===== config.mk =====
export PLATFORM = sky130hd
export DESIGN_NAME = biws_queue
export DESIGN_NICKNAME = d
export VERILOG_FILES = /design/src/hw/rtl/biws_pkg.sv /design/src/hw/rtl/biws_queue.sv
export SDC_FILE = /design/constraint.sdc
export NUM_CORES = 1
export LEC_CHECK = 0
export BUFFER_PORTS_ARGS = -buffer_cell sky130_fd_sc_hd__buf_2
export CAP_MARGIN = 20
export CORE_AREA = 8 8 135 137
export DETAILED_ROUTE_END_ITERATION = 10
export DIE_AREA = 0 0 143 145
export GPL_ROUTABILITY_DRIVEN = 0
export PLACE_DENSITY = 0.81
export SLEW_MARGIN = 20
export SYNTH_ARGS = -nofsm -noshare
export SYNTH_HDL_FRONTEND = slang
export SYNTH_SLANG_ARGS = --single-unit
export TNS_END_PERCENT = 50

===== constraint.sdc =====
create_clock -name clk -period 6.95 [get_ports clk]
set_input_delay 1.39 -clock clk [delete_from_list [all_inputs] [get_ports clk]]
set_output_delay 1.39 -clock clk [all_outputs]
set_load 0.03 [all_outputs]

===== src/hw/rtl/biws_pkg.sv =====
// ----------------------------------------------------------------------------
// biws_pkg
// Shared types, constants and helpers for the bouncing image window scroller.
// ----------------------------------------------------------------------------
package biws_pkg;

  localparam int MATRIX_WIDTH  = 32;
  localparam int MATRIX_HEIGHT = 8;
  localparam int IMAGE_DEPTH   = 2048;
  localparam int TICK_DIVISOR  = 5;
  localparam int QUEUE_DEPTH   = 4;

  localparam int ADDR_W      = $clog2(IMAGE_DEPTH);
  localparam int DIM_W       = 8;
  localparam int OFFSET_W    = 8;
  localparam int COLOR_W     = 24;
  localparam int TICK_W      = 32;
  localparam int COLUMN_W    = 5;
  localparam int ROW_W       = 3;
  localparam int LED_W       = 8;
  localparam int SRC_ROW_W   = OFFSET_W + 1;
  localparam int ADDR_CALC_W = SRC_ROW_W + DIM_W + 1;
  localparam int CFG_INDEX_W = 1;
  localparam int QPTR_W      = $clog2(QUEUE_DEPTH);
  localparam int QCNT_W      = $clog2(QUEUE_DEPTH + 1);

  localparam logic [CFG_INDEX_W-1:0] REG_IMAGE_WIDTH  = 1'd0;
  localparam logic [CFG_INDEX_W-1:0] REG_IMAGE_HEIGHT = 1'd1;

  typedef enum logic [1:0] {
    KIND_LOAD   = 2'd0,
    KIND_TICK   = 2'd1,
    KIND_RENDER = 2'd2
  } biws_kind_t;

  typedef struct packed {
    biws_kind_t           kind;
    logic [ADDR_W-1:0]    pixel_address;
    logic [COLOR_W-1:0]   pixel_color;
    logic [TICK_W-1:0]    tick_value;
    logic [COLUMN_W-1:0]  column;
    logic [ROW_W-1:0]     row;
  } biws_in_t;

  typedef struct packed {
    logic [LED_W-1:0]   led_index;
    logic [COLOR_W-1:0] led_color;
  } biws_out_t;

  typedef struct packed {
    logic [DIM_W-1:0] image_width;
    logic [DIM_W-1:0] image_height;
  } biws_cfg_t;

  // One queued operation: either a pixel write or a classified render.
  typedef struct packed {
    logic                 is_load;
    logic [ADDR_W-1:0]    load_addr;
    logic [COLOR_W-1:0]   load_color;
    logic [SRC_ROW_W-1:0] src_row;
    logic [COLUMN_W-1:0]  column;
    logic [LED_W-1:0]     led_index;
    logic                 black;
  } biws_op_t;

  typedef struct packed {
    logic full;
    logic empty;
  } biws_qstat_t;

  // Since 16 is 1 modulo 5, a word is congruent to the sum of its nibbles.
  // The sum is folded twice so that at most 16 remains.
  function automatic logic tick_on_step(input logic [TICK_W-1:0] t);
    logic [6:0] s;
    logic [4:0] f1;
    logic [4:0] f2;
    s = '0;
    for (int i = 0; i < TICK_W / 4; i++) begin
      s = s + 7'(t[4*i +: 4]);
    end
    f1 = 5'(s[6:4]) + 5'(s[3:0]);
    f2 = 5'(f1[4]) + 5'(f1[3:0]);
    return (f2 == 5'(0)) || (f2 == 5'(TICK_DIVISOR)) ||
           (f2 == 5'(2 * TICK_DIVISOR)) || (f2 == 5'(3 * TICK_DIVISOR));
  endfunction

endpackage


===== src/hw/rtl/biws_queue.sv =====
// ----------------------------------------------------------------------------
// biws_queue
// Short FIFO of classified operations between the front and the back.
// ----------------------------------------------------------------------------
module biws_queue (
  input  logic                  clk,
  input  logic                  rst,
  input  logic                  push,
  input  biws_pkg::biws_op_t    push_op,
  input  logic                  pop,
  output biws_pkg::biws_op_t    head_op,
  output biws_pkg::biws_qstat_t stat
);

  biws_pkg::biws_op_t            entries [biws_pkg::QUEUE_DEPTH];
  logic [biws_pkg::QPTR_W-1:0]   wr_ptr;
  logic [biws_pkg::QPTR_W-1:0]   rd_ptr;
  logic [biws_pkg::QCNT_W-1:0]   count;
  logic [biws_pkg::QCNT_W-1:0]   count_next;

  assign head_op    = entries[rd_ptr];
  assign stat.full  = (count == biws_pkg::QCNT_W'(biws_pkg::QUEUE_DEPTH));
  assign stat.empty = (count == '0);

  always_comb begin
    count_next = count;
    if (push && !pop) begin
      count_next = count + 1'b1;
    end else if (pop && !push) begin
      count_next = count - 1'b1;
    end
  end

  always_ff @(posedge clk) begin
    if (rst) begin
      wr_ptr <= '0;
      rd_ptr <= '0;
      count  <= '0;
    end else begin
      count <= count_next;
      if (push) begin
        wr_ptr <= (wr_ptr == biws_pkg::QPTR_W'(biws_pkg::QUEUE_DEPTH - 1)) ? '0
                                                                       : wr_ptr + 1'b1;
      end
      if (pop) begin
        rd_ptr <= (rd_ptr == biws_pkg::QPTR_W'(biws_pkg::QUEUE_DEPTH - 1)) ? '0
                                                                       : rd_ptr + 1'b1;
      end
    end
  end

  always_ff @(posedge clk) begin
    if (push) begin
      entries[wr_ptr] <= push_op;
    end
  end

endmodule


# Word-level counts from Yosys, hierarchy flattened
# Memories as Yosys holds them, arrays and structs flattened. A register that Yosys moved wholly into a read port is not among the register bits.
# Cells that the tools add are included.
[totals] romBits=0 latch_bits=0 mem_count=1 ram_bits=236 ff_bits=7 wordCells=25 output_inout_bits=61
[op_classes] addsub=4 n_eq_ne=3 n_div=0 reduce_logical=6 n_lt_le_gt_ge=0 shift=0 muxes=8 n_bitwise=0 n_mul=0
[memory_table] name="entries" words=4 width=59 rd=1 rd_clocked_by_memory_dff=1 write_ports=1 line_no="biws_queue.sv:15" text="biws_pkg::biws_op_t entries [biws_pkg::QUEUE_DEPTH];"
[ops] cell="$mux 2" count=4
[ops] cell="$mux 3" count=2
[ops] cell="$add 2x1->2 const B" count=2
[ops] cell="$eq 2x2->1 const B" count=2
[ops] cell="$add 3x1->3 const B" count=1
[ops] cell="$eq 3x3->1 const B" count=1
[ops] cell="$logic_not 3->1" count=1
[ops] cell="$sub 3x1->3 const B" count=1
[ops] cell="$logic_and 1x1->1" count=2
[ops] cell="$logic_not 1->1" count=2
[ops] cell="$mux 1" count=2
[ops] cell="$reduce_bool 2->1" count=1

# Depth between registers and ports, before layout
# Gate-level depths: netlist of run 1.
[logic_depth] ltp_word=4 ltp_mapped=7

# Least setup slack after synthesis of run 1
# Ideal clock, no wire load.
[synth_timing] path_kind="input to register" startpoint="input port push" endpoint="memory entries[0][0] in the netlist's numbering, enable pin" required_time_ns=6.527 n_path_buf=0 setup_ns=0.423 slack_ns=3.742 stages=1 arrival_time_ns=2.785 path_cell_list="and2_1"
[synth_between] elab_chain_len=2
[synth_rtl] item="start: declaration" line_no="biws_queue.sv:8" text="input logic push,"
[synth_rtl] item="$mux 1" line_no="biws_queue.sv:53" text="if (push) begin"
[synth_rtl] item="$mux 1 (not written as such)" line_no="biws_queue.sv:54" text="entries[wr_ptr] <= push_op;"
[synth_rtl] item="end: declaration" line_no="biws_queue.sv:15"
# No other way between the ends.

==> flow_summary.ini, run 1 <==
[floorplanning]
num_rows = 47
core_area_mm2 = 0.0162
floorplan.initialDensity_pct = 55.5
dieArea_mm2 = 0.0207
die_h_um = 145
fp.dieW_um = 143
ioPinCount = 124

[timing]
worstMarginPinSlew_ns = 0.908
fin_worst_skew_ns = 0.00930
slew_headroom_pct = 39.5
rsz0062_at_grt = false
hold_viol = 0
min_period_ns = 4.09
finalSetupViolCount = 0
finalCritPeriodShare_pct = 58.8
slew_violations = 0
finalSetupTns_ns = 0
max_freq_mhz = 245

[cells_and_area]
antenna_cells = 0
multiInputGateArea_mm2 = 0.00158
postLayoutCoreUtil_pct = 65.1
syn_to_final_growth_pct = 17.3
regArea_mm2 = 0.00727
finalNetCount = 560
final_cell_mix = 236 x edfxtp_1, 123 x buf_2, 59 x mux4_2
final_cells = 729
fill_cells = 1058
drive_gt1_share_pct = 44.2
stdcell_area_mm2 = 0.0105
final_common_cell = edfxtp_1

[logic_synthesis]
synth-main-ff-cell = edfxtp_1
synthCells = 353
yosysWarnings = 0
ys_seq_elements = 245
synth_cell_types = 20
synth.top_cell.area_share_pct = 79.0
ys_seq_area_share_pct = 81.0
synth_area_leader_cell = edfxtp_1
postSynthAreaPerCell_um2 = 25.4
syn_nets = 423
netlist_area_mm2 = 0.00897
synth_area_leaders = edfxtp_1 79%, mux4_2 15%, dfxtp_1 2.0%
async_flop_share_pct = 0
synth_edf_count = 236

[grt]
grt-ovfl-total = 0
grt_max_degree = 60
grt_usage_pct = 15.5
grt_pass1_vias = 4471
grt_pass1_wl_mm = 24.9
antenna_found_initial = 2

[worst_setup_path]
crit_buf_inv = 2
arrival_ns = 2.70
path_cells = buf_4 > mux4_2 > buf_2
startpoint_type = flip-flop
path_class = flip-flop to output port
critPathTopFamily = buffers and inverters
crit_path_max_incr_delay_ns = 0.73
cp-end-kind = output port
required_ns = 5.56
slowest_stage = dfxtp_4
cp_max_fo = 31

[power_and_ir_drop]
power_density_mw_per_mm2 = 311
pwr-share-comb_pct = 10.0
p_leak_nw = 3.57
clockPowerShare_pct = 37.2
p_seq_share_pct = 52.8
ir_worst_vdd_mv = 0.177
swShare_pct = 23.2
total_power_mw = 3.27
p_sw_mw = 0.760
cell_internal_pwr_mw = 2.51

[clocking]
cts_buffers = 25
cts_max_level = 1
cts_tree = built
cts_resized = 0
cts_setup_buffers = 0
clock_latency_ns = 0.50
clk_pin_slew_ns = 0.06
numClockSinks = 245
clockRootBuffer = clkbuf_16
clk_path_buf_depth = 3
ctsHoldBuffers = 0

[placed_design]
hpwl_mm = 9.48
place_area_mm2 = 0.00977
place_inst = 683
numPortBuffers = 123

[route]
via_per_inst = 5.48
vias = 3995
routed_wl_mm = 16.0
route.detailed.drc = 0
drtIter0Drc = 290
wl_per_cell_um = 21.9
final_antenna_net_count = 0
first_pass_iters = 4

[min_path]
hp-class = flip-flop to flip-flop

[job]
cap_violations = 0

[outcome]
status = finished, final reports clean
-- path summary, 6_finish.rpt --
path / start / endpoint / slack, ns / depth (start not counted)
worst min register to register: count[2] / count[2] / 0.52 / 2
worst max-delay path: flip-flop / head_op[23] / 2.86 / 3
worst max register to register: wr_ptr[0] / entries[3][25] / 5.19 / 2
worst min-delay path: count[2] / count[2] / 0.52 / 2
-- worst min-delay path, stage by stage (launching register included) --
cell and delay, ns:
dfxtp_1 0.33, o21ai_0 0.08, a21oi_1 0.06
-- area by class of cell --
type	count	share of cell area, %
Timing Repair Buffer	124	5.92
Sequential cell	245	69.1
Inverter	4	0.143
Tap cell	220	2.62
Clock inverter	17	1.05
Clock buffer	29	6.09
Multi-Input combinational cell	90	15.1
-- sequential cells by signal, indices dropped and copies added (netlist names), named ones only --
register / count
wr_ptr: 2
count: 3
entries: 236
rd_ptr: 2
-- power by group through the flow --
stage / clock, mW / combinational [mW] / sequential, mW
after floorplan: 0 / 0.244 / 1.74
final: 1.22 / 0.327 / 1.73
after global routing: 1.30 / 0.350 / 1.74
after CTS: 1.24 / 0.335 / 1.73
after global placement: 0 / 0.327 / 1.75
after detailed placement: 0 / 0.334 / 1.76
-- per-layer routing --
layer  wire (µm)  GRT usage [%]  up-vias
met1        6350           20.0     2065
met4         247           3.67        4
li1            -              -     1773
met2        8120           25.8      127
met3        1240           4.07       26
met5          23              0        -
-- metrics by stage --
step / hold slack [ns] / setup slack (ns)
after global placement: 0.476 / 3.29
after floorplan: 0.460 / 3.74
after detailed placement: 0.511 / 3.29
after global routing: 0.548 / 2.64
final: 0.521 / 2.86
after CTS: 0.519 / 2.75
-- cells in the mapped netlist, types with 2 or more instances --
master,count
xor2_1,2
buf_2,3
clkbuf_1,4
nor3b_1,2
and2_1,4
nor2_1,7
a21oi_1,2
mux4_2,59
edfxtp_1,236
buf_4,4
mux2i_1,4
buf_12,2
dfxtp_1,9
inv_1,4
ha_1,6
-- cell families after synthesis --
group | Yosys count | synth area share [%]
flip-flops | 245 | 81.0
multiplexers | 63 | 15.3
buffers and inverters | 18 | 1.41
AND/OR/NAND/NOR | 15 | 0.865
adder cells (fa/ha/maj) | 7 | 1.06
AO/OA/AOI/OAI | 3 | 0.167
XOR/XNOR | 2 | 0.195
No activity file was read; power rests on OpenSTA's default activity.
==> inputs of run 2 (changes only) <==
- CORE_AREA: 8 8 135 137 -> 8 8 142 144
- DIE_AREA: 0 0 143 145 -> 0 0 150 152
- PLACE_DENSITY: 0.81 -> 0.77
- clock period: 6.95 -> 3.3 ns (I/O delays scaled with it)
==> flow_summary.ini, run 2 (same netlist as run 1, synthesis figures left out) <==
[outcome]
status = finished, final reports clean

[timing]
min_period_ns = 2.78
hold_viol = 0
hold_slack_ns = 0.373
slew_violations = 0
finalSetupTns_ns = 0
finalSetupViolCount = 0
max_freq_mhz = 360
worstMarginPinSlew_ns = 0.941
fin_worst_skew_ns = 0.00945
rsz0062_at_grt = false
slew_headroom_pct = 37.3
finalCritPeriodShare_pct = 84.2

[power_and_ir_drop]
power_density_mw_per_mm2 = 681
p_leak_nw = 3.62
ir_worst_vdd_mv = 0.540

[clocking]
clk_pin_slew_ns = 0.06
cts_buffers = 25
clock_latency_ns = 0.50
cts_resized = 0
cts_max_level = 1
clockRootBuffer = clkbuf_16
cts_tree = built
clk_path_buf_depth = 3
cts_setup_buffers = 0
numClockSinks = 245
ctsHoldBuffers = 0

[route]
vias = 4062
routed_wl_mm = 16.2
route.detailed.drc = 0
drtIter0Drc = 226
via_per_inst = 5.51
final_antenna_net_count = 0
first_pass_iters = 4
wl_per_cell_um = 21.9

[grt]
grt_usage_pct = 14.1
grt_pass1_wl_mm = 25.0
grt_pass1_vias = 4541
grt_max_degree = 60
antenna_found_initial = 3
grt-ovfl-total = 0

[placed_design]
hpwl_mm = 9.29
numPortBuffers = 123
place_inst = 692
place_area_mm2 = 0.00980

[cells_and_area]
regArea_mm2 = 0.00727
postLayoutCoreUtil_pct = 60.0
largest_reg_flops = 236
largestRegisters = entries: 236 flops, count: 3 flops
stdcell_area_mm2 = 0.0107
top_register = entries
multiInputGateArea_mm2 = 0.00158
antenna_cells = 0
final_common_cell = edfxtp_1
syn_to_final_growth_pct = 19.1
fill_cells = 1280
drive_gt1_share_pct = 45.3
final_cell_mix = 236 x edfxtp_1, 123 x buf_2, 59 x mux4_2
final_cells = 737
finalNetCount = 560

[min_path]
holdCritStartpoint = push_op[43]
hp-class = input port to flip-flop
whs_endpoint = entries[2][43]
min_path_cells = 1

[worst_setup_path]
startpoint_type = flip-flop
timing.rr.end = entries[3][19]
cp_max_fo = 59
crit_buf_inv = 1
rrSetupSlack_ns = 1.50
slowest_stage = dfxtp_4
critPathTopFamily = flip-flops
path_class = flip-flop to output port
required_ns = 2.64
worstRegToRegCells = 2
crit_path_max_incr_delay_ns = 0.96
worst-path-stages = 2
arrival_ns = 2.12
path_cells = mux4_2 > buf_2
cp-end-kind = output port
timing.rr.start = wr_ptr[0]

[floorplanning]
core_area_mm2 = 0.0178
dieArea_mm2 = 0.0228
die_h_um = 152
floorplan.initialDensity_pct = 50.4
ioPinCount = 124
num_rows = 49
fp.dieW_um = 150

[job]
cap_violations = 0
run 2: cell count changes in the layout (fill, tap and decap cells not counted):
cell and change:
clkinvlp_4 +4, buf_4 -1, clkbuf_1 -3, clkinv_2 -5
clkinv_1 -3, buf_12 +1, bufinv_16 +4, clkbuf_8 +2
run 2: worst max path at each step:
| stage | to | from |
|---|---|---|
| final | head_op[0] | flip-flop |
| after global routing | head_op[20] | flip-flop |
| after CTS | head_op[20] | flip-flop |
| after detailed placement | head_op[20] | flip-flop |
| after global placement | head_op[20] | flip-flop |
| after floorplan | entries[0][0] | push |
run 2: metal layers:
layer	routed length (µm)	share of wire [%]	track usage (%)
met3	1190	7.4	3.95
met4	272	1.7	3.71
met1	6250	39	16.8
met5	35	0.22	0
met2	8400	52	24.6
run 2: worst register-to-register path, cell delays in order, from the launching register on:
cell and delay [ns]:
dfxtp_1 0.41, ha_1 0.21, and2_4 0.76
run 2: per-stage QoR:
step / power (mW) / setup slack (ns)
floorplan: 4.17 / 0.822
global placement: 4.39 / 0.994
detailed placement: 4.42 / 0.988
CTS: 7.35 / 0.454
global route: 7.50 / 0.412
finish: 7.27 / 0.520
run 2: cell type report:
| type | instances | area share (%) |
|---|---|---|
| Tap cell | 229 | 2.68 |
| Inverter | 4 | 0.141 |
| Clock inverter | 17 | 2.10 |
| Timing Repair Buffer | 124 | 5.95 |
| Sequential cell | 245 | 68.1 |
| Multi-Input combinational cell | 90 | 14.8 |
| Clock buffer | 28 | 6.15 |
run 2: power breakdown:
group	internal [mW]	total [mW]	switching, mW
Clock	1.83	2.94	1.11
Sequential	3.56	3.62	0.0614
Combinational	0.259	0.709	0.450
Total	5.65	7.27	1.62
==> inputs of run 3 (changes only) <==
- CORE_AREA: 8 8 142 144 -> 8 8 135 137
- DIE_AREA: 0 0 150 152 -> 0 0 143 145
- PLACE_DENSITY: 0.77 -> 0.81
- clock period: 3.3 -> 2.8 ns (I/O delays scaled with it)
==> flow_summary.ini, run 3 (same netlist as run 1, synthesis figures left out) <==
[timing]
slew_violations = 0
rsz0062_at_grt = false
worstMarginPinSlew_ns = 0.479
finalCritPeriodShare_pct = 95.5
finalSetupViolCount = 0
hold_slack_ns = 0.272
min_period_ns = 2.68
max_freq_mhz = 374
hold_viol = 0
finalSetupTns_ns = 0
slew_headroom_pct = 68.1
fin_worst_skew_ns = 0.00691

[clocking]
clk_path_buf_depth = 3
ctsHoldBuffers = 0
cts_max_level = 1
cts_tree = built
clk_pin_slew_ns = 0.06
cts_resized = 0
numClockSinks = 245
clockRootBuffer = clkbuf_16
cts_setup_buffers = 0
clock_latency_ns = 0.50
cts_buffers = 24

[cells_and_area]
drive_gt1_share_pct = 44.8
fill_cells = 1031
largestRegisters = entries: 236 flops, count: 3 flops
largest_reg_flops = 236
final_cell_mix = 236 x edfxtp_1, 123 x buf_2, 59 x mux4_2
final_common_cell = edfxtp_1
finalNetCount = 567
top_register = entries
syn_to_final_growth_pct = 18.7

[floorplanning]
core_area_mm2 = 0.0162
ioPinCount = 124
die_h_um = 145
dieArea_mm2 = 0.0207
floorplan.initialDensity_pct = 55.5
fp.dieW_um = 143
num_rows = 47

[grt]
grt_pass1_wl_mm = 25.1
grt_usage_pct = 15.7
grt_pass1_vias = 4504
antenna_found_initial = 2
grt_max_degree = 37
grt-ovfl-total = 0

[power_and_ir_drop]
p_leak_nw = 3.61
power_density_mw_per_mm2 = 758
swShare_pct = 22.7
pwr-share-comb_pct = 10.7
clockPowerShare_pct = 36.4
p_sw_mw = 1.83
p_seq_share_pct = 52.9
total_power_mw = 8.06
cell_internal_pwr_mw = 6.23
ir_worst_vdd_mv = 0.485

[route]
routed_wl_mm = 16.1
via_per_inst = 5.50
drtIter0Drc = 291
vias = 4038
wl_per_cell_um = 21.9
final_antenna_net_count = 0
first_pass_iters = 4
route.detailed.drc = 0

[placed_design]
hpwl_mm = 10.3
numPortBuffers = 123

[worst_setup_path]
startpoint_type = flip-flop
slowest_stage = mux4_2
required_ns = 2.24
cp_max_fo = 32
crit_path_max_incr_delay_ns = 0.55
arrival_ns = 2.12
critPathTopFamily = multiplexers
cp-end-kind = output port
path_cells = buf_16 > mux4_2 > buf_2
path_class = flip-flop to output port
crit_buf_inv = 2

[min_path]
hp-class = input port to flip-flop

[job]
cap_violations = 0

[outcome]
status = finished, final reports clean
## run 3: changes by cell type in the layout (fill, tap and decap cells not counted)
cell,previous run,this run
clkbuf_1,1,4
buf_12,1,5
clkinvlp_4,4,2
inv_6,2,0
clkbuf_8,2,0
clkinv_1,3,4
clkinv_2,3,4
bufinv_16,5,1
buf_4,0,3
buf_16,0,1
diode_2,0,3
## run 3: layout make-up
| cell class | count | area, µm² | area share, % |
|---|---|---|---|
| multi-input combinational | 90 | 1580 | 14.9 |
| inverter | 4 | 15.0 | 0.141 |
| clock inverter | 11 | 80.1 | 0.752 |
| antenna | 3 | 7.51 | 0.0705 |
| sequential | 245 | 7270 | 68.4 |
| timing repair buffer | 132 | 766 | 7.19 |
| clock buffer | 29 | 641 | 6.02 |
| tap | 220 | 275 | 2.59 |
## run 3: power by group through the flow
stage | sequential [mW] | clock (mW) | combinational (mW)
finish | 4.26 | 2.93 | 0.866
global route | 4.28 | 3.13 | 0.927
CTS | 4.27 | 3.00 | 0.885
detailed placement | 4.34 | 0 | 0.883
global placement | 4.33 | 0 | 0.863
floorplan | 4.31 | 0 | 0.605
## run 3: path summary, 6_finish.rpt
| check | start | to | slack [ns] | cells past startpoint |
|---|---|---|---|---|
| max reg2reg | wr_ptr[0] | entries[3][17] | 1.18 | 3 |
| min | push_op[16] | entries[2][16] | 0.27 | 1 |
| min reg2reg | count[2] | count[2] | 0.51 | 2 |
| max | flip-flop | head_op[47] | 0.12 | 3 |
## run 3: through the flow
stage               area [µm²]  worst slack [ns]  utilization, %  instances
global placement          9910             0.588            61.3        691
finish                   10600             0.125            65.8        734
CTS                      10600            0.0376            65.7        731
global route             10600           0.00492            65.8        732
detailed placement        9910             0.581            61.3        691
floorplan                 8970             0.422               -        353
## run 3: per-layer routing
metal,global-route usage (%),vias up,share of wire [%]
li1,-,1787,-
met1,19.8,2108,40
met2,26.7,115,51
met3,3.90,26,7.1
met4,4.09,2,1.7
met5,0,-,0.050
