### src/hw/rtl/biws_pkg.sv
// ----------------------------------------------------------------------------
// biws_pkg
// Shared types, constants and helpers for the bouncing image window scroller.
// ----------------------------------------------------------------------------
package biws_pkg;

  localparam int MATRIX_WIDTH  = 32;
  localparam int MATRIX_HEIGHT = 8;
  localparam int IMAGE_DEPTH   = 2048;
  localparam int TICK_DIVISOR  = 5;
  localparam int QUEUE_DEPTH   = 4;

  localparam int ADDR_W      = $clog2(IMAGE_DEPTH);
  localparam int DIM_W       = 8;
  localparam int OFFSET_W    = 8;
  localparam int COLOR_W     = 24;
  localparam int TICK_W      = 32;
  localparam int COLUMN_W    = 5;
  localparam int ROW_W       = 3;
  localparam int LED_W       = 8;
  localparam int SRC_ROW_W   = OFFSET_W + 1;
  localparam int ADDR_CALC_W = SRC_ROW_W + DIM_W + 1;
  localparam int CFG_INDEX_W = 1;
  localparam int QPTR_W      = $clog2(QUEUE_DEPTH);
  localparam int QCNT_W      = $clog2(QUEUE_DEPTH + 1);

  localparam logic [CFG_INDEX_W-1:0] REG_IMAGE_WIDTH  = 1'd0;
  localparam logic [CFG_INDEX_W-1:0] REG_IMAGE_HEIGHT = 1'd1;

  typedef enum logic [1:0] {
    KIND_LOAD   = 2'd0,
    KIND_TICK   = 2'd1,
    KIND_RENDER = 2'd2
  } biws_kind_t;

  typedef struct packed {
    biws_kind_t           kind;
    logic [ADDR_W-1:0]    pixel_address;
    logic [COLOR_W-1:0]   pixel_color;
    logic [TICK_W-1:0]    tick_value;
    logic [COLUMN_W-1:0]  column;
    logic [ROW_W-1:0]     row;
  } biws_in_t;

  typedef struct packed {
    logic [LED_W-1:0]   led_index;
    logic [COLOR_W-1:0] led_color;
  } biws_out_t;

  typedef struct packed {
    logic [DIM_W-1:0] image_width;
    logic [DIM_W-1:0] image_height;
  } biws_cfg_t;

  // One queued operation: either a pixel write or a classified render.
  typedef struct packed {
    logic                 is_load;
    logic [ADDR_W-1:0]    load_addr;
    logic [COLOR_W-1:0]   load_color;
    logic [SRC_ROW_W-1:0] src_row;
    logic [COLUMN_W-1:0]  column;
    logic [LED_W-1:0]     led_index;
    logic                 black;
  } biws_op_t;

  typedef struct packed {
    logic full;
    logic empty;
  } biws_qstat_t;

  // Since 16 is 1 modulo 5, a word is congruent to the sum of its nibbles.
  // The sum is folded twice so that at most 16 remains.
  function automatic logic tick_on_step(input logic [TICK_W-1:0] t);
    logic [6:0] s;
    logic [4:0] f1;
    logic [4:0] f2;
    s = '0;
    for (int i = 0; i < TICK_W / 4; i++) begin
      s = s + 7'(t[4*i +: 4]);
    end
    f1 = 5'(s[6:4]) + 5'(s[3:0]);
    f2 = 5'(f1[4]) + 5'(f1[3:0]);
    return (f2 == 5'(0)) || (f2 == 5'(TICK_DIVISOR)) ||
           (f2 == 5'(2 * TICK_DIVISOR)) || (f2 == 5'(3 * TICK_DIVISOR));
  endfunction

endpackage

### src/hw/rtl/biws_front.sv
// ----------------------------------------------------------------------------
// biws_front
// Accepts items, keeps the scroll state and classifies loads and renders.
// ----------------------------------------------------------------------------
module biws_front (
  input  logic                clk,
  input  logic                rst,
  input  biws_pkg::biws_cfg_t cfg,
  input  logic                in_valid,
  input  logic                in_stall,
  input  biws_pkg::biws_in_t  in_data,
  output logic                push,
  output biws_pkg::biws_op_t  push_op
);

  logic [biws_pkg::OFFSET_W-1:0] scroll_offset;
  logic [biws_pkg::OFFSET_W-1:0] scroll_offset_next;
  logic                          scroll_direction;
  logic                          scroll_direction_next;

  logic                           accept;
  logic                           empty_image;
  logic [biws_pkg::DIM_W-1:0]     max_off;
  logic signed [biws_pkg::OFFSET_W+1:0] pos;
  logic [biws_pkg::SRC_ROW_W-1:0] src_row;
  int                             serp_row;
  logic                           in_matrix;

  assign accept      = in_valid && !in_stall;
  assign empty_image = (cfg.image_width == '0) || (cfg.image_height == '0);

  always_comb begin
    if (cfg.image_height > biws_pkg::DIM_W'(biws_pkg::MATRIX_HEIGHT)) begin
      max_off = cfg.image_height - biws_pkg::DIM_W'(biws_pkg::MATRIX_HEIGHT);
    end else begin
      max_off = '0;
    end
    pos = $signed({2'b00, scroll_offset}) +
          (scroll_direction ? -(biws_pkg::OFFSET_W+2)'(1) : (biws_pkg::OFFSET_W+2)'(1));

    scroll_offset_next    = scroll_offset;
    scroll_direction_next = scroll_direction;
    if (accept && (in_data.kind == biws_pkg::KIND_TICK) && !empty_image &&
        (max_off != '0) && biws_pkg::tick_on_step(in_data.tick_value)) begin
      if (pos >= $signed({2'b00, max_off})) begin
        scroll_offset_next    = max_off;
        scroll_direction_next = 1'b1;
      end else if (pos <= 0) begin
        scroll_offset_next    = '0;
        scroll_direction_next = 1'b0;
      end else begin
        scroll_offset_next = pos[biws_pkg::OFFSET_W-1:0];
      end
    end
  end

  always_ff @(posedge clk) begin
    if (rst) begin
      scroll_offset    <= '0;
      scroll_direction <= 1'b0;
    end else begin
      scroll_offset    <= scroll_offset_next;
      scroll_direction <= scroll_direction_next;
    end
  end

  // Render classification against the scroll state as it stands now.
  always_comb begin
    src_row   = biws_pkg::SRC_ROW_W'(in_data.row) + biws_pkg::SRC_ROW_W'(scroll_offset);
    serp_row  = in_data.column[0] ? (biws_pkg::MATRIX_HEIGHT - 1 - int'(in_data.row))
                                  : int'(in_data.row);
    in_matrix = (int'(in_data.column) < biws_pkg::MATRIX_WIDTH) &&
                (int'(in_data.row) < biws_pkg::MATRIX_HEIGHT);

    push_op.is_load    = (in_data.kind == biws_pkg::KIND_LOAD);
    push_op.load_addr  = in_data.pixel_address;
    push_op.load_color = in_data.pixel_color;
    push_op.src_row    = src_row;
    push_op.column     = in_data.column;
    push_op.led_index  = biws_pkg::LED_W'(int'(in_data.column) * biws_pkg::MATRIX_HEIGHT
                                          + serp_row);
    push_op.black      = empty_image ||
                         (src_row >= biws_pkg::SRC_ROW_W'(cfg.image_height));

    case (in_data.kind)
      biws_pkg::KIND_LOAD:   push = accept &&
                                    (int'(in_data.pixel_address) < biws_pkg::IMAGE_DEPTH);
      biws_pkg::KIND_RENDER: push = accept && in_matrix;
      default:               push = 1'b0;
    endcase
  end

endmodule

### config.mk
export PLATFORM = sky130hd
export DESIGN_NAME = biws_front
export DESIGN_NICKNAME = d
export VERILOG_FILES = /design/src/hw/rtl/biws_pkg.sv /design/src/hw/rtl/biws_front.sv
export SDC_FILE = /design/constraint.sdc
export NUM_CORES = 1
export LEC_CHECK = 0
export BUFFER_PORTS_ARGS = -buffer_cell sky130_fd_sc_hd__buf_2
export CAP_MARGIN = 0
export CORE_ASPECT_RATIO = 1.5
export CORE_MARGIN = 2
export CORE_UTILIZATION = 47
export CTS_CLUSTER_SIZE = 10
export DETAILED_ROUTE_END_ITERATION = 8
export GPL_ROUTABILITY_DRIVEN = 0
export GPL_TIMING_DRIVEN = 0
export PLACE_DENSITY_LB_ADDON = 0.08
export SYNTH_ARGS = -nofsm -noshare
export SYNTH_HDL_FRONTEND = slang
export SYNTH_SLANG_ARGS = --single-unit
### constraint.sdc
create_clock -name clk -period 7.1 [get_ports clk]
set_input_delay 0 -clock clk [delete_from_list [all_inputs] [get_ports clk]]
set_output_delay 0 -clock clk [all_outputs]
set_load 0.01 [all_outputs]
# Word-level counts from Yosys, hierarchy flattened
# Index checks and enable logic that the tools add are counted.
# word_totals
register_bits	9
output_inout_bits	60
elab_cells	53
# op_classes
add_sub_neg	14
order_cmp	4
eq_ne	5
muxes	8
reduce_logical	20
# op_table
op	count
two-way mux 8 bit	4
adder 7 x 4 -> 7 bit	4
zero test 8 bit	2
adder 9 x 10 -> 10 bit	1
== test 5 x 4 -> 1 bit (second input constant)	2
>= comparator 10 x 9 -> 1 bit	1
<= comparator 10 x 1 -> 1 bit (second input constant)	1
two-way mux 10 bit	1
adder 3 x 8 -> 9 bit	1
>= comparator 9 x 8 -> 1 bit	1
adder 8 bit	1
> comparator 8 x 4 -> 1 bit (second input constant)	1
nonzero test 8 bit	1
subtractor 8 x 4 -> 8 bit (second input constant)	1
adder 6 x 4 -> 7 bit	1
adder 5 x 4 -> 6 bit	1
adder 1 x 4 -> 5 bit	1
adder 3 x 4 -> 5 bit	1
adder 4 x 4 -> 5 bit	1
== test 5 x 3 -> 1 bit (second input constant)	1
logical AND 1 bit	5
zero test 5 bit	1
logical OR 1 bit	5
subtractor 3 x 3 -> 4 bit (first input constant)	1
other kinds (8)	11

# Longest topological paths before layout
# Gate-level depths: netlist (run 1).
# depth
depth_word	15
ltp_mapped	27
depth_no_buf	26

# Least setup slack after synthesis (run 1)
# Ideal clock, no wire load.
# synth_path
path_type	input-to-reg
start	input in_data[10] (netlist bit)
end	register scroll_offset[0] (netlist bit)
setup_time_ps	79
t_arrival_ps	5617
required_ps	7021
setup_slack_ps	1404
cell_stages	25
path_buffers	1
path_cell_list	inv_1 -> fa_1 -> inv_1 -> fa_1 -> fa_1 -> fa_1 -> ha_1 -> inv_1 -> fa_1 -> xnor2_1 -> ha_1 -> inv_1 -> fa_1 -> inv_1 -> a21oi_1 -> nor2_1 -> ha_1 -> ha_1 -> xnor2_1 -> xnor2_1 -> or4b_4 -> nor4b_4 -> buf_6 -> nor2_1 -> a211oi_2
# synth_between
elab_chain_len	14
word_cells_on_any_way	17
classes_between	add/sub: 9; eq/ne: 3; reduce/logical: 5
# synth_lines
element	line_no	text
start: declaration	biws_front.sv:11	input biws_pkg::biws_in_t in_data,
adder 4 x 4 -> 5 bit *	biws_pkg.sv:79	s = s + 7'(t[4*i +: 4]);
adder 5 x 4 -> 6 bit *	biws_pkg.sv:79	
adder 6 x 4 -> 7 bit *	biws_pkg.sv:79	
adder 7 x 4 -> 7 bit * (4 in series)	biws_pkg.sv:79	
adder 3 x 4 -> 5 bit *	biws_pkg.sv:81	f1 = 5'(s[6:4]) + 5'(s[3:0]);
adder 1 x 4 -> 5 bit *	biws_pkg.sv:82	f2 = 5'(f1[4]) + 5'(f1[3:0]);
== test 5 x 3 -> 1 bit / zero test 5 bit (equally long branches)	biws_pkg.sv:83	return (f2 == 5'(0)) || (f2 == 5'(TICK_DIVISOR)) ||
logical OR 1 bit (2 in series)	biws_pkg.sv:83	
logical OR 1 bit *	biws_pkg.sv:84	(f2 == 5'(2 * TICK_DIVISOR)) || (f2 == 5'(3 * TICK_DIVISOR));
logical AND 1 bit *	biws_front.sv:44	(max_off != '0) && biws_pkg::tick_on_step(in_data.tick_value)) begin
end signal: assignment	biws_front.sv:62	scroll_offset <= scroll_offset_next;
end: declaration	biws_front.sv:16	logic [biws_pkg::OFFSET_W-1:0] scroll_offset;
# Mark *: on every way between the ends. The rest lies on a longest branch, timed or not.
# A chain may end at the register's enable or synchronous reset.

# Worst setup path after layout (run 1)
# layout_path
start	input in_data[11] (netlist bit)
end	register scroll_offset[0] (netlist bit)
# Same word-level chain as after synthesis.

==> results.ini, run 1 <==
[status]
status = finished clean

[clocking]
ctsRootBufferMaster = clkbuf_8
cts_setup_buffers = 0
h-tree-depth = 1
cts.sinks = 9
numCtsBuffers = 3
post_cts_resized = 0
clk_pin_slew_worst_paths_ns = 0.04
cts_hold_buf = 0
clk_latency_ns = 0.24
cts_tree = done
cts_buffer_depth = 2

[power]
p_seq_frac = 0.071
clkPwrFrac = 0.039
power.internal_w = 0.000784
p_sw_w = 0.000745
vdd.ir_drop.worst_v = 0.000298
pwr-share-comb = 0.889
leakage_nw = 2.11
power_density_nw_per_um2 = 421
switching_share = 0.487

[yosys]
synth_common_cells = 67 x inv_1, 45 x buf_4, 41 x ha_1
synthCells = 356
synth-async-reset-ratio = 0
syn_area_um2 = 2920
ys_ff_latch = 9
synth_edf_count = 0
synth_cell_type_count = 47
syn_area_per_cell_um2 = 8.20
ys_dominant_reg_cell = dfxtp_1
yosysMostFrequentCell = inv_1
yosysWarnings = 0
yosysTopAreaCellShare = 0.178
synthTopCellsByArea = fa_1 18%, ha_1 18%, buf_4 12%
syn-num-nets = 520
synth_area_leader_cell = fa_1
ys_seq_area_frac = 0.0617

[sta]
rsz0062_at_grt = no
setup_slack_ns = 1.16
fin_crit_ns = 5.94
fin_crit_sh = 0.837
report.final.slew_viol_count = 0
clock_skew_ns = 0.000785
fin_setup_tns_ns = 0
final-hold-violation-count = 0
finalSetupViolCount = 0
worstMarginPinSlew_ns = 0.661
max-slew-margin-rel = 0.558
fmax_ghz = 0.168

[critical_path]
crit_path_start_kind = input pin
crit_path_end_kind = register
cp.required_ns = 7.26
path_class = input pin to register
crit_start = in_data[11]
cp_max_fo = 10
crit_path_frequent_cell = fa_1
crit_slowest_cell = fa_1
slowest_delay_ns = 0.60
timing.rr.start = scroll_direction$_SDFFE_PP0P_
arrival_ns = 6.10

[detailed_routing]
drt_iter0_drc = 109
wl_met3_um = 287
viasPerCell = 4.98
wl_met1_um = 2470
avgRoutedWirePerCell_um = 12.4
dr.max_layer_used = met4
vias = 2740
drc = 0
ant_nets = 0
met2_length_um = 3920
dr.pass1.iters = 6
wl_um = 6830

[floorplanning]
initial_core_util = 0.480
die_y_um = 101
die-area_um2 = 6870
ios = 157
dieWidth_um = 68.3
fp.coreArea_um2 = 6090
rows = 35

[worst_hold_path]
worstHoldStart = cfg[1]
hp-class = input pin to register

[placed_design]
dp_slack_ns = 0.877
portBuffers = 116
dp_hpwl_um = 6330

[global_route]
grt_pass1_wl_um = 10900
grt_pass1_vias = 2711
grt_use_total = 0.202
antenna_found_initial = 0
grt_max_degree = 15
grt_overflow = 0

[cells_and_area]
drive_gt1_frac = 0.366
antennaDiodeCount = 0
area_growth_syn_to_layout_pct = 24.6
nFillCells = 577
layout.nets = 641

[job]
cap_viol_max_count = 0

-- flip-flops by register name (all words and copies together) (netlist names) --
signal,count
scroll_direction,1
scroll_offset,8
-- kinds of logic after synthesis --
| logic type | synth area share |
|---|---|
| buffers and inverters | 0.207 |
| adders and majority gates | 0.354 |
| xor gates and xnor gates | 0.0716 |
| AOI/OAI and AO/OA | 0.151 |
| DFF | 0.0617 |
| and+or+nand+nor | 0.144 |
| muxes | 0.0107 |
-- final timing paths --
check,end,slack (ns),cells after the start
max,scroll_offset[0]$_SDFFE_PP0P_,1.16,25
min,scroll_offset[1]$_SDFFE_PP0P_,0.1,3
max reg2reg,scroll_offset[2]$_SDFFE_PP0P_,3.09,14
min reg2reg,scroll_offset[2]$_SDFFE_PP0P_,0.53,2
-- through the flow --
step | total power, W | util | instance area [um^2] | hold slack, ns | std cells
2_1_floorplan | 0.00122 | - | 2920 | 0.0429 | 356
3_3_place_gp | 0.00145 | 0.590 | 3590 | 0.185 | 546
3_5_place_dp | 0.00149 | 0.590 | 3590 | 0.184 | 546
4_1_cts | 0.00156 | 0.598 | 3640 | 0.0902 | 550
5_1_grt | 0.00173 | 0.598 | 3640 | 0.128 | 550
6_report | 0.00153 | 0.598 | 3640 | 0.0982 | 550
-- critical path: cells and delay by family --
family	cells	cell delay, ns
AOI/OAI and AO/OA	4	0.59
and+or+nand+nor	4	1.21
xor gates and xnor gates	3	0.39
adders and majority gates	8	3.29
buffers and inverters	6	0.62
-- area by class of cell --
cell class                      count  area [um^2]  share of cell area
Inverter                           67          251              0.0691
Buffer                             47          353              0.0970
Multi-Input combinational cell    233         2130               0.587
Timing Repair Buffer              116          581               0.160
Clock buffer                        4         45.0              0.0124
Sequential cell                     9          180              0.0495
Tap cell                           74         92.6              0.0255
-- routing by layer --
layer | up-vias | global-route usage
met1 | 1255 | 0.200
met4 | 0 | 0.0662
met3 | 14 | 0.0112
met5 | - | 0
li1 | 1382 | -
met2 | 89 | 0.417
-- cell usage in the layout (no fill, tap or decap), drive strengths merged, types with 2 or more instances in the layout --
master  synthesis  final
o21a            2      2
a311oi          2      2
a211oi          9      9
or4b            2      2
xnor2          14     14
nor2           20     20
nor2b           5      5
nand3           6      6
inv            67     67
mux2i           2      2
ha             41     41
a32oi           5      5
a21o           10     10
nor4            5      5
nand2          17     17
fa             26     26
o21ai           8      8
nand2b          9      9
a22o            2      2
buf            47    163
a31oi           2      2
clkbuf          0      4
dfxtp           9      9
a21oi          12     12
nor3            5      5
nand4           3      3
xor2            9      9
-- power by group through the flow --
stage / clock network [W] / logic (W) / registers, W
finish: 0.0000599 / 0.00136 / 0.000109
global route: 0.0000647 / 0.00155 / 0.000113
CTS: 0.0000606 / 0.00139 / 0.000109
detailed placement: 0 / 0.00138 / 0.000110
global placement: 0 / 0.00134 / 0.000110
floorplan: 0 / 0.00112 / 0.0000976
No activity file was read; power rests on OpenSTA's default activity.
==> inputs of run 2 (changes only) <==
--- a/config.mk
+++ b/config.mk
@@ -9,7 +9,7 @@
 export CAP_MARGIN = 0
 export CORE_ASPECT_RATIO = 1.5
 export CORE_MARGIN = 2
-export CORE_UTILIZATION = 47
+export CORE_UTILIZATION = 42
 export CTS_CLUSTER_SIZE = 10
 export DETAILED_ROUTE_END_ITERATION = 8
 export GPL_ROUTABILITY_DRIVEN = 0
==> constraint.sdc (replaced) <==
create_clock -name clk -period 5.25 [get_ports clk]
set_input_delay 0 -clock clk [delete_from_list [all_inputs] [get_ports clk]]
set_output_delay 0 -clock clk [all_outputs]
set_load 0.01 [all_outputs]
==> run 2 against run 1 <==
The flow now finishes with violations (setup timing). Wire length is 3.9% higher. Largest power group unchanged. Setup slack worse by 1.3 ns. Register-to-register slack worse by 1.9 ns. Largest cell class unchanged. Die area is 11% higher. Core utilization is 3.7 points lower. Clock-buffer cell count stayed put. Cell count is 2.0% higher.
==> results.ini, run 2 (synthesis gave the netlist of run 1 again) <==
[cells_and_area]
regMostFlops = scroll_offset
fin_area_um2 = 3810
utilization = 0.560
area_growth_syn_to_layout_pct = 30.6
antennaDiodeCount = 0
drive_gt1_frac = 0.420
layout.nets = 648
layout_common_cells = 114 x buf_2, 61 x inv_1, 51 x buf_4
biggestRegsByFlops = scroll_offset (8), scroll_direction (1)
instances_no_fill = 561
largest_register_ffs = 8
final_common_cell = buf_2

[critical_path]
crit_path_start_kind = input pin
arrival_ns = 5.51
crit_path_end_kind = register
cp.required_ns = 5.35
cp_max_fo = 5
r2r_setup_slack_ns = 1.16
path_class = input pin to register

[floorplanning]
die-area_um2 = 7650
initial_core_util = 0.429
ios = 157
rows = 37
dieWidth_um = 72.1
die_y_um = 106
fp.coreArea_um2 = 6810

[sta]
finalSetupViolCount = 9
fin_crit_ns = 5.40
whs_ns = 0.0842
max-slew-margin-rel = 0.582
report.final.slew_viol_count = 0
setup_slack_ns = -0.153
clock_skew_ns = 0.00161
final-hold-violation-count = 0
fin_crit_sh = 1.03
rsz0062_at_grt = yes
fmax_ghz = 0.185
worstMarginPinSlew_ns = 0.626

[placed_design]
portBuffers = 116
dp_hpwl_um = 6290
place_area_um2 = 3650
placed_cells = 550

[clocking]
cts_tree = done
clk_latency_ns = 0.24
clk_pin_slew_worst_paths_ns = 0.05
cts_hold_buf = 0
cts.sinks = 9
h-tree-depth = 1
numCtsBuffers = 3
ctsRootBufferMaster = clkbuf_8
cts_buffer_depth = 2

[power]
leakage_nw = 2.17
p_total_w = 0.00246
vdd.ir_drop.worst_v = 0.000486
power_density_nw_per_um2 = 644

[detailed_routing]
vias = 2799
wl_um = 7090
ant_nets = 0
drc = 0
drt_iter0_drc = 151
avgRoutedWirePerCell_um = 12.6
dr.pass1.iters = 4
viasPerCell = 4.99

[status]
status = finished, violations left
violations = setup timing

[global_route]
grt_use_total = 0.189
grt_pass1_wl_um = 11800
grt_max_degree = 15
grt_overflow = 0
grt_pass1_vias = 2771
antenna_found_initial = 0

[worst_hold_path]
hp-class = input pin to register

[job]
cap_viol_max_count = 0

## run 2: changes by cell type in the layout (fill, tap and decap cells not counted), sizes merged
cell,before,now
buf,163,170
## run 2: critical path, stage by stage
cell and delay [ns]:
buf_2 0.11, fa_1 0.53, inv_1 0.05, fa_1 0.55, fa_1 0.45, fa_1 0.52
inv_1 0.05, ha_1 0.28, a21o_1 0.17, a21oi_2 0.14, xnor2_1 0.15, inv_1 0.09
fa_2 0.40, inv_2 0.06, a21oi_2 0.05, nor2_2 0.10, ha_2 0.29, xnor2_2 0.14
xnor2_1 0.12, or4b_4 0.53, nor4b_4 0.26, buf_6 0.20, mux2i_1 0.19, a21oi_1 0.08
## run 2: cell type report
type,count,area (um^2)
clock buffers,4,45.0
well taps,78,97.6
plain buffers,47,357
multi-input cells,233,2210
repair buffers,123,666
inverters,67,259
flip-flops and latches,9,180
fillers,672,2990
## run 2: repair_timing
| action | 4_1_cts | 5_1_grt |
|---|---|---|
| buffers inserted | 5 | 1 |
| setup endpoints to repair | 9 | 9 |
| gates cloned | 2 | 0 |
| resized for setup | 13 | 4 |
| pin swaps | 27 | 4 |
## run 2: where the power goes
part           internal (W)  switching, W
Combinational       0.00115       0.00107
Sequential        0.0000983     0.0000509
Clock             0.0000532     0.0000312
Total               0.00130       0.00115
## run 2: final timing paths
check,start,endpoint,cells past startpoint
worst min-delay path,cfg[1],scroll_offset[1]$_SDFFE_PP0P_,3
worst max-delay path,in_data[23],scroll_direction$_SDFFE_PP0P_,24
worst max register to register,scroll_direction$_SDFFE_PP0P_,scroll_offset[0]$_SDFFE_PP0P_,14
worst min register to register,scroll_offset[2]$_SDFFE_PP0P_,scroll_offset[2]$_SDFFE_PP0P_,2
## run 2: routing by layer
| layer | global-route usage | share of wire | up-vias |
|---|---|---|---|
| li1 | - | - | 1396 |
| met1 | 0.190 | 0.35 | 1279 |
| met2 | 0.391 | 0.57 | 107 |
| met3 | 0.00758 | 0.046 | 17 |
| met4 | 0.0674 | 0.031 | 0 |
| met5 | 0 | 0 | - |
## run 2: per-stage QoR
step | setup TNS, ns | setup WS, ns
final | -0.900 | -0.153
after floorplan | -3.17 | -0.379
after global placement | -8.60 | -0.984
after CTS | -1.78 | -0.232
after detailed placement | -8.94 | -1.02
after global routing | -3.42 | -0.436
==> inputs of run 3 (changes only) <==
--- a/config.mk
+++ b/config.mk
@@ -5,16 +5,16 @@
 export SDC_FILE = /design/constraint.sdc
 export NUM_CORES = 1
 export LEC_CHECK = 0
+export ABC_AREA = 1
 export BUFFER_PORTS_ARGS = -buffer_cell sky130_fd_sc_hd__buf_2
-export CAP_MARGIN = 0
 export CORE_ASPECT_RATIO = 1.5
 export CORE_MARGIN = 2
-export CORE_UTILIZATION = 42
+export CORE_UTILIZATION = 44
 export CTS_CLUSTER_SIZE = 10
 export DETAILED_ROUTE_END_ITERATION = 8
 export GPL_ROUTABILITY_DRIVEN = 0
 export GPL_TIMING_DRIVEN = 0
-export PLACE_DENSITY_LB_ADDON = 0.08
+export PLACE_DENSITY = 0.82
 export SYNTH_ARGS = -nofsm -noshare
 export SYNTH_HDL_FRONTEND = slang
 export SYNTH_SLANG_ARGS = --single-unit
==> run 3 against run 2 <==
Clock skew barely moved. The run still ends with setup timing left. Combinational power fell by 12%. Sequential cell count did not move. Register-to-register slack improved by 0.78 ns. Clock power fell by 2.8%. Maximum frequency rose by 1.4%. Wire length rose by 19%. Non-clock buffer count did not move. Worst hold slack improved by 0.098 ns. Largest cell class unchanged. Critical path type unchanged.
==> results.ini, run 3 <==
[global_route]
grt_pass1_wl_um = 13600
grt_use_total = 0.211
grt_util_met3 = 0.0111
grt_pass1_vias = 3411
grtUsageMet2 = 0.451
grt_overflow = 0
antenna_found_initial = 0
grt_max_degree = 15
grt.busiest_layer = met2
use_met1 = 0.195

[sta]
fmax_ghz = 0.188
fin_crit_sh = 1.02
fin_crit_ns = 5.33
finalSetupViolCount = 9
max-slew-margin-rel = 0.637
final-hold-violation-count = 0
clock_skew_ns = 0.00208
report.final.slew_viol_count = 0
rsz0062_at_grt = yes
worstMarginPinSlew_ns = 0.544
setup_slack_ns = -0.0791

[yosys]
syn_area_per_cell_um2 = 6.94
syn-num-nets = 629
synth_edf_count = 0
synth_cell_type_count = 37
ys_dominant_reg_cell = dfxtp_1
yosysMostFrequentCell = inv_1
synth-async-reset-ratio = 0
syn_area_um2 = 3230
synth_common_cells = 104 x inv_1, 75 x nand2_1, 45 x buf_4
synth_area_leader_cell = fa_1
ys_seq_area_frac = 0.0558
synthTopCellsByArea = fa_1 16%, ha_1 16%, inv_1 12%
yosysTopAreaCellShare = 0.161
yosysWarnings = 0
synthCells = 465
ys_ff_latch = 9

[cells_and_area]
drive_gt1_frac = 0.392
multiInputGateArea_um2 = 2360
nFillCells = 646
final_common_cell = buf_2
layout_common_cells = 114 x buf_2, 96 x inv_1, 74 x nand2_1
layout.nets = 757
instances_no_fill = 692
largest_register_ffs = 8
antennaDiodeCount = 0
regMostFlops = scroll_offset
area_growth_syn_to_layout_pct = 28.0
regArea_um2 = 180
biggestRegsByFlops = scroll_offset (8), scroll_direction (1)

[power]
switching_share = 0.507
p_total_w = 0.00216
p_sw_w = 0.00109
leakage_nw = 2.42
power.internal_w = 0.00107
p_seq_frac = 0.054
power_density_nw_per_um2 = 523
clkPwrFrac = 0.038
vdd.ir_drop.worst_v = 0.000388
pwr-share-comb = 0.908

[floorplanning]
dieWidth_um = 73.9
die-area_um2 = 8050
rows = 38
fp.coreArea_um2 = 7180
die_y_um = 109
ios = 157
initial_core_util = 0.450

[clocking]
cts_tree = done
clk_latency_ns = 0.24
clk_pin_slew_worst_paths_ns = 0.05
cts.sinks = 9
numCtsBuffers = 3
cts_buffer_depth = 2
cts_hold_buf = 0
h-tree-depth = 1
ctsRootBufferMaster = clkbuf_8

[placed_design]
dp_hpwl_um = 7390
placed_cells = 681
portBuffers = 116

[detailed_routing]
vias = 3295
viasPerCell = 4.76
drt_iter0_drc = 196
drc = 0
ant_nets = 0
wl_um = 8410
avgRoutedWirePerCell_um = 12.2
dr.pass1.iters = 4

[critical_path]
crit_path_end_kind = register
arrival_ns = 5.46
path_class = input pin to register
cp.required_ns = 5.38
cp_max_fo = 7
crit_path_start_kind = input pin

[job]
cap_viol_max_count = 0

[status]
status = finished, violations left
violations = setup timing

[worst_hold_path]
hp-class = input pin to primary output

run 3: cell count changes in the layout (fill, tap and decap cells not counted), moves of 10 or more:
cell	change
a21o_1	-10
nand2_1	+57
inv_1	+35
nand3_1	+23
nor2_1	+16
run 3: layer usage:
layer / routed length (um) / up-vias
met1: 2700 / 1517
met3: 324 / 23
met5: 0 / -
met4: 306 / 0
met2: 5080 / 122
li1: - / 1633
run 3: layout make-up:
class / count / area share
Clock inverter: 1 / 0.00121
Buffer: 47 / 0.0854
Multi-Input combinational cell: 298 / 0.570
Tap cell: 100 / 0.0303
Sequential cell: 9 / 0.0436
Timing Repair Buffer: 123 / 0.158
Clock buffer: 3 / 0.00999
Inverter: 111 / 0.101
run 3: power by group through the flow:
stage / Combinational (W) / Sequential, W / Clock, W
after floorplan: 0.00127 / 0.000108 / 0
after global placement: 0.00151 / 0.000116 / 0
after detailed placement: 0.00160 / 0.000117 / 0
after CTS: 0.00187 / 0.000116 / 0.0000807
after global routing: 0.00218 / 0.000120 / 0.0000853
final: 0.00196 / 0.000116 / 0.0000820
run 3: per-stage QoR:
step / hold slack (ns) / TNS [ns] / instance area (um^2) / worst slack, ns / utilization
2_1_floorplan: 0.0429 / 0 / 3240 / 0.0363 / -
3_3_place_gp: 0.185 / -2.00 / 3950 / -0.257 / 0.550
3_5_place_dp: 0.184 / -3.52 / 3950 / -0.422 / 0.550
4_1_cts: 0.173 / -0.0786 / 4070 / -0.0275 / 0.567
5_1_grt: 0.186 / -1.58 / 4130 / -0.244 / 0.576
6_report: 0.183 / -0.224 / 4130 / -0.0791 / 0.576
run 3: worst max-delay path, cell delays in order:
cell      delay (ns)
buf_2           0.09
inv_2           0.04
fa_1            0.51
inv_2           0.05
fa_1            0.57
fa_1            0.44
fa_1            0.52
ha_2            0.20
inv_2           0.04
fa_2            0.36
xnor2_2         0.17
ha_2            0.20
inv_2           0.04
fa_2            0.33
or2_4           0.24
a21oi_2         0.12
ha_2            0.21
ha_4            0.21
xor2_2          0.18
o21ai_1         0.16
o211ai_2        0.12
nor2_4          0.25
buf_6           0.18
nand2_2         0.05
o21ai_1         0.13
inv_1           0.05
run 3: cell families (layout without fill, tap and decap cells):
family                   count (synthesis)  count (layout)  synth area share
flip-flops                               9               9            0.0558
XOR/XNOR                                20              20            0.0566
buffers and inverters                  158             285             0.238
adder cells (fa/ha/maj)                 67              67             0.320
AND/OR/NAND/NOR                        175             175             0.257
AO/OA/AOI/OAI                           36              36            0.0717
run 3: final timing paths:
kind,from,endpoint,slack (ns),depth (start not counted)
hold reg to reg,scroll_offset[4]$_SDFFE_PP0P_,scroll_offset[4]$_SDFFE_PP0P_,0.58,2
hold / removal,in_data[66],push_op[49],0.18,2
setup reg to reg,scroll_direction$_SDFFE_PP0P_,scroll_offset[0]$_SDFFE_PP0P_,1.94,21
setup / recovery,in_data[26],scroll_offset[3]$_SDFFE_PP0P_,-0.08,26
run 3: timing repair:
action	CTS	global route
gates resized for setup	13	12
gates cloned	1	0
endpoints found under the setup margin	9	9
buffers inserted	4	2
pin swaps	20	24
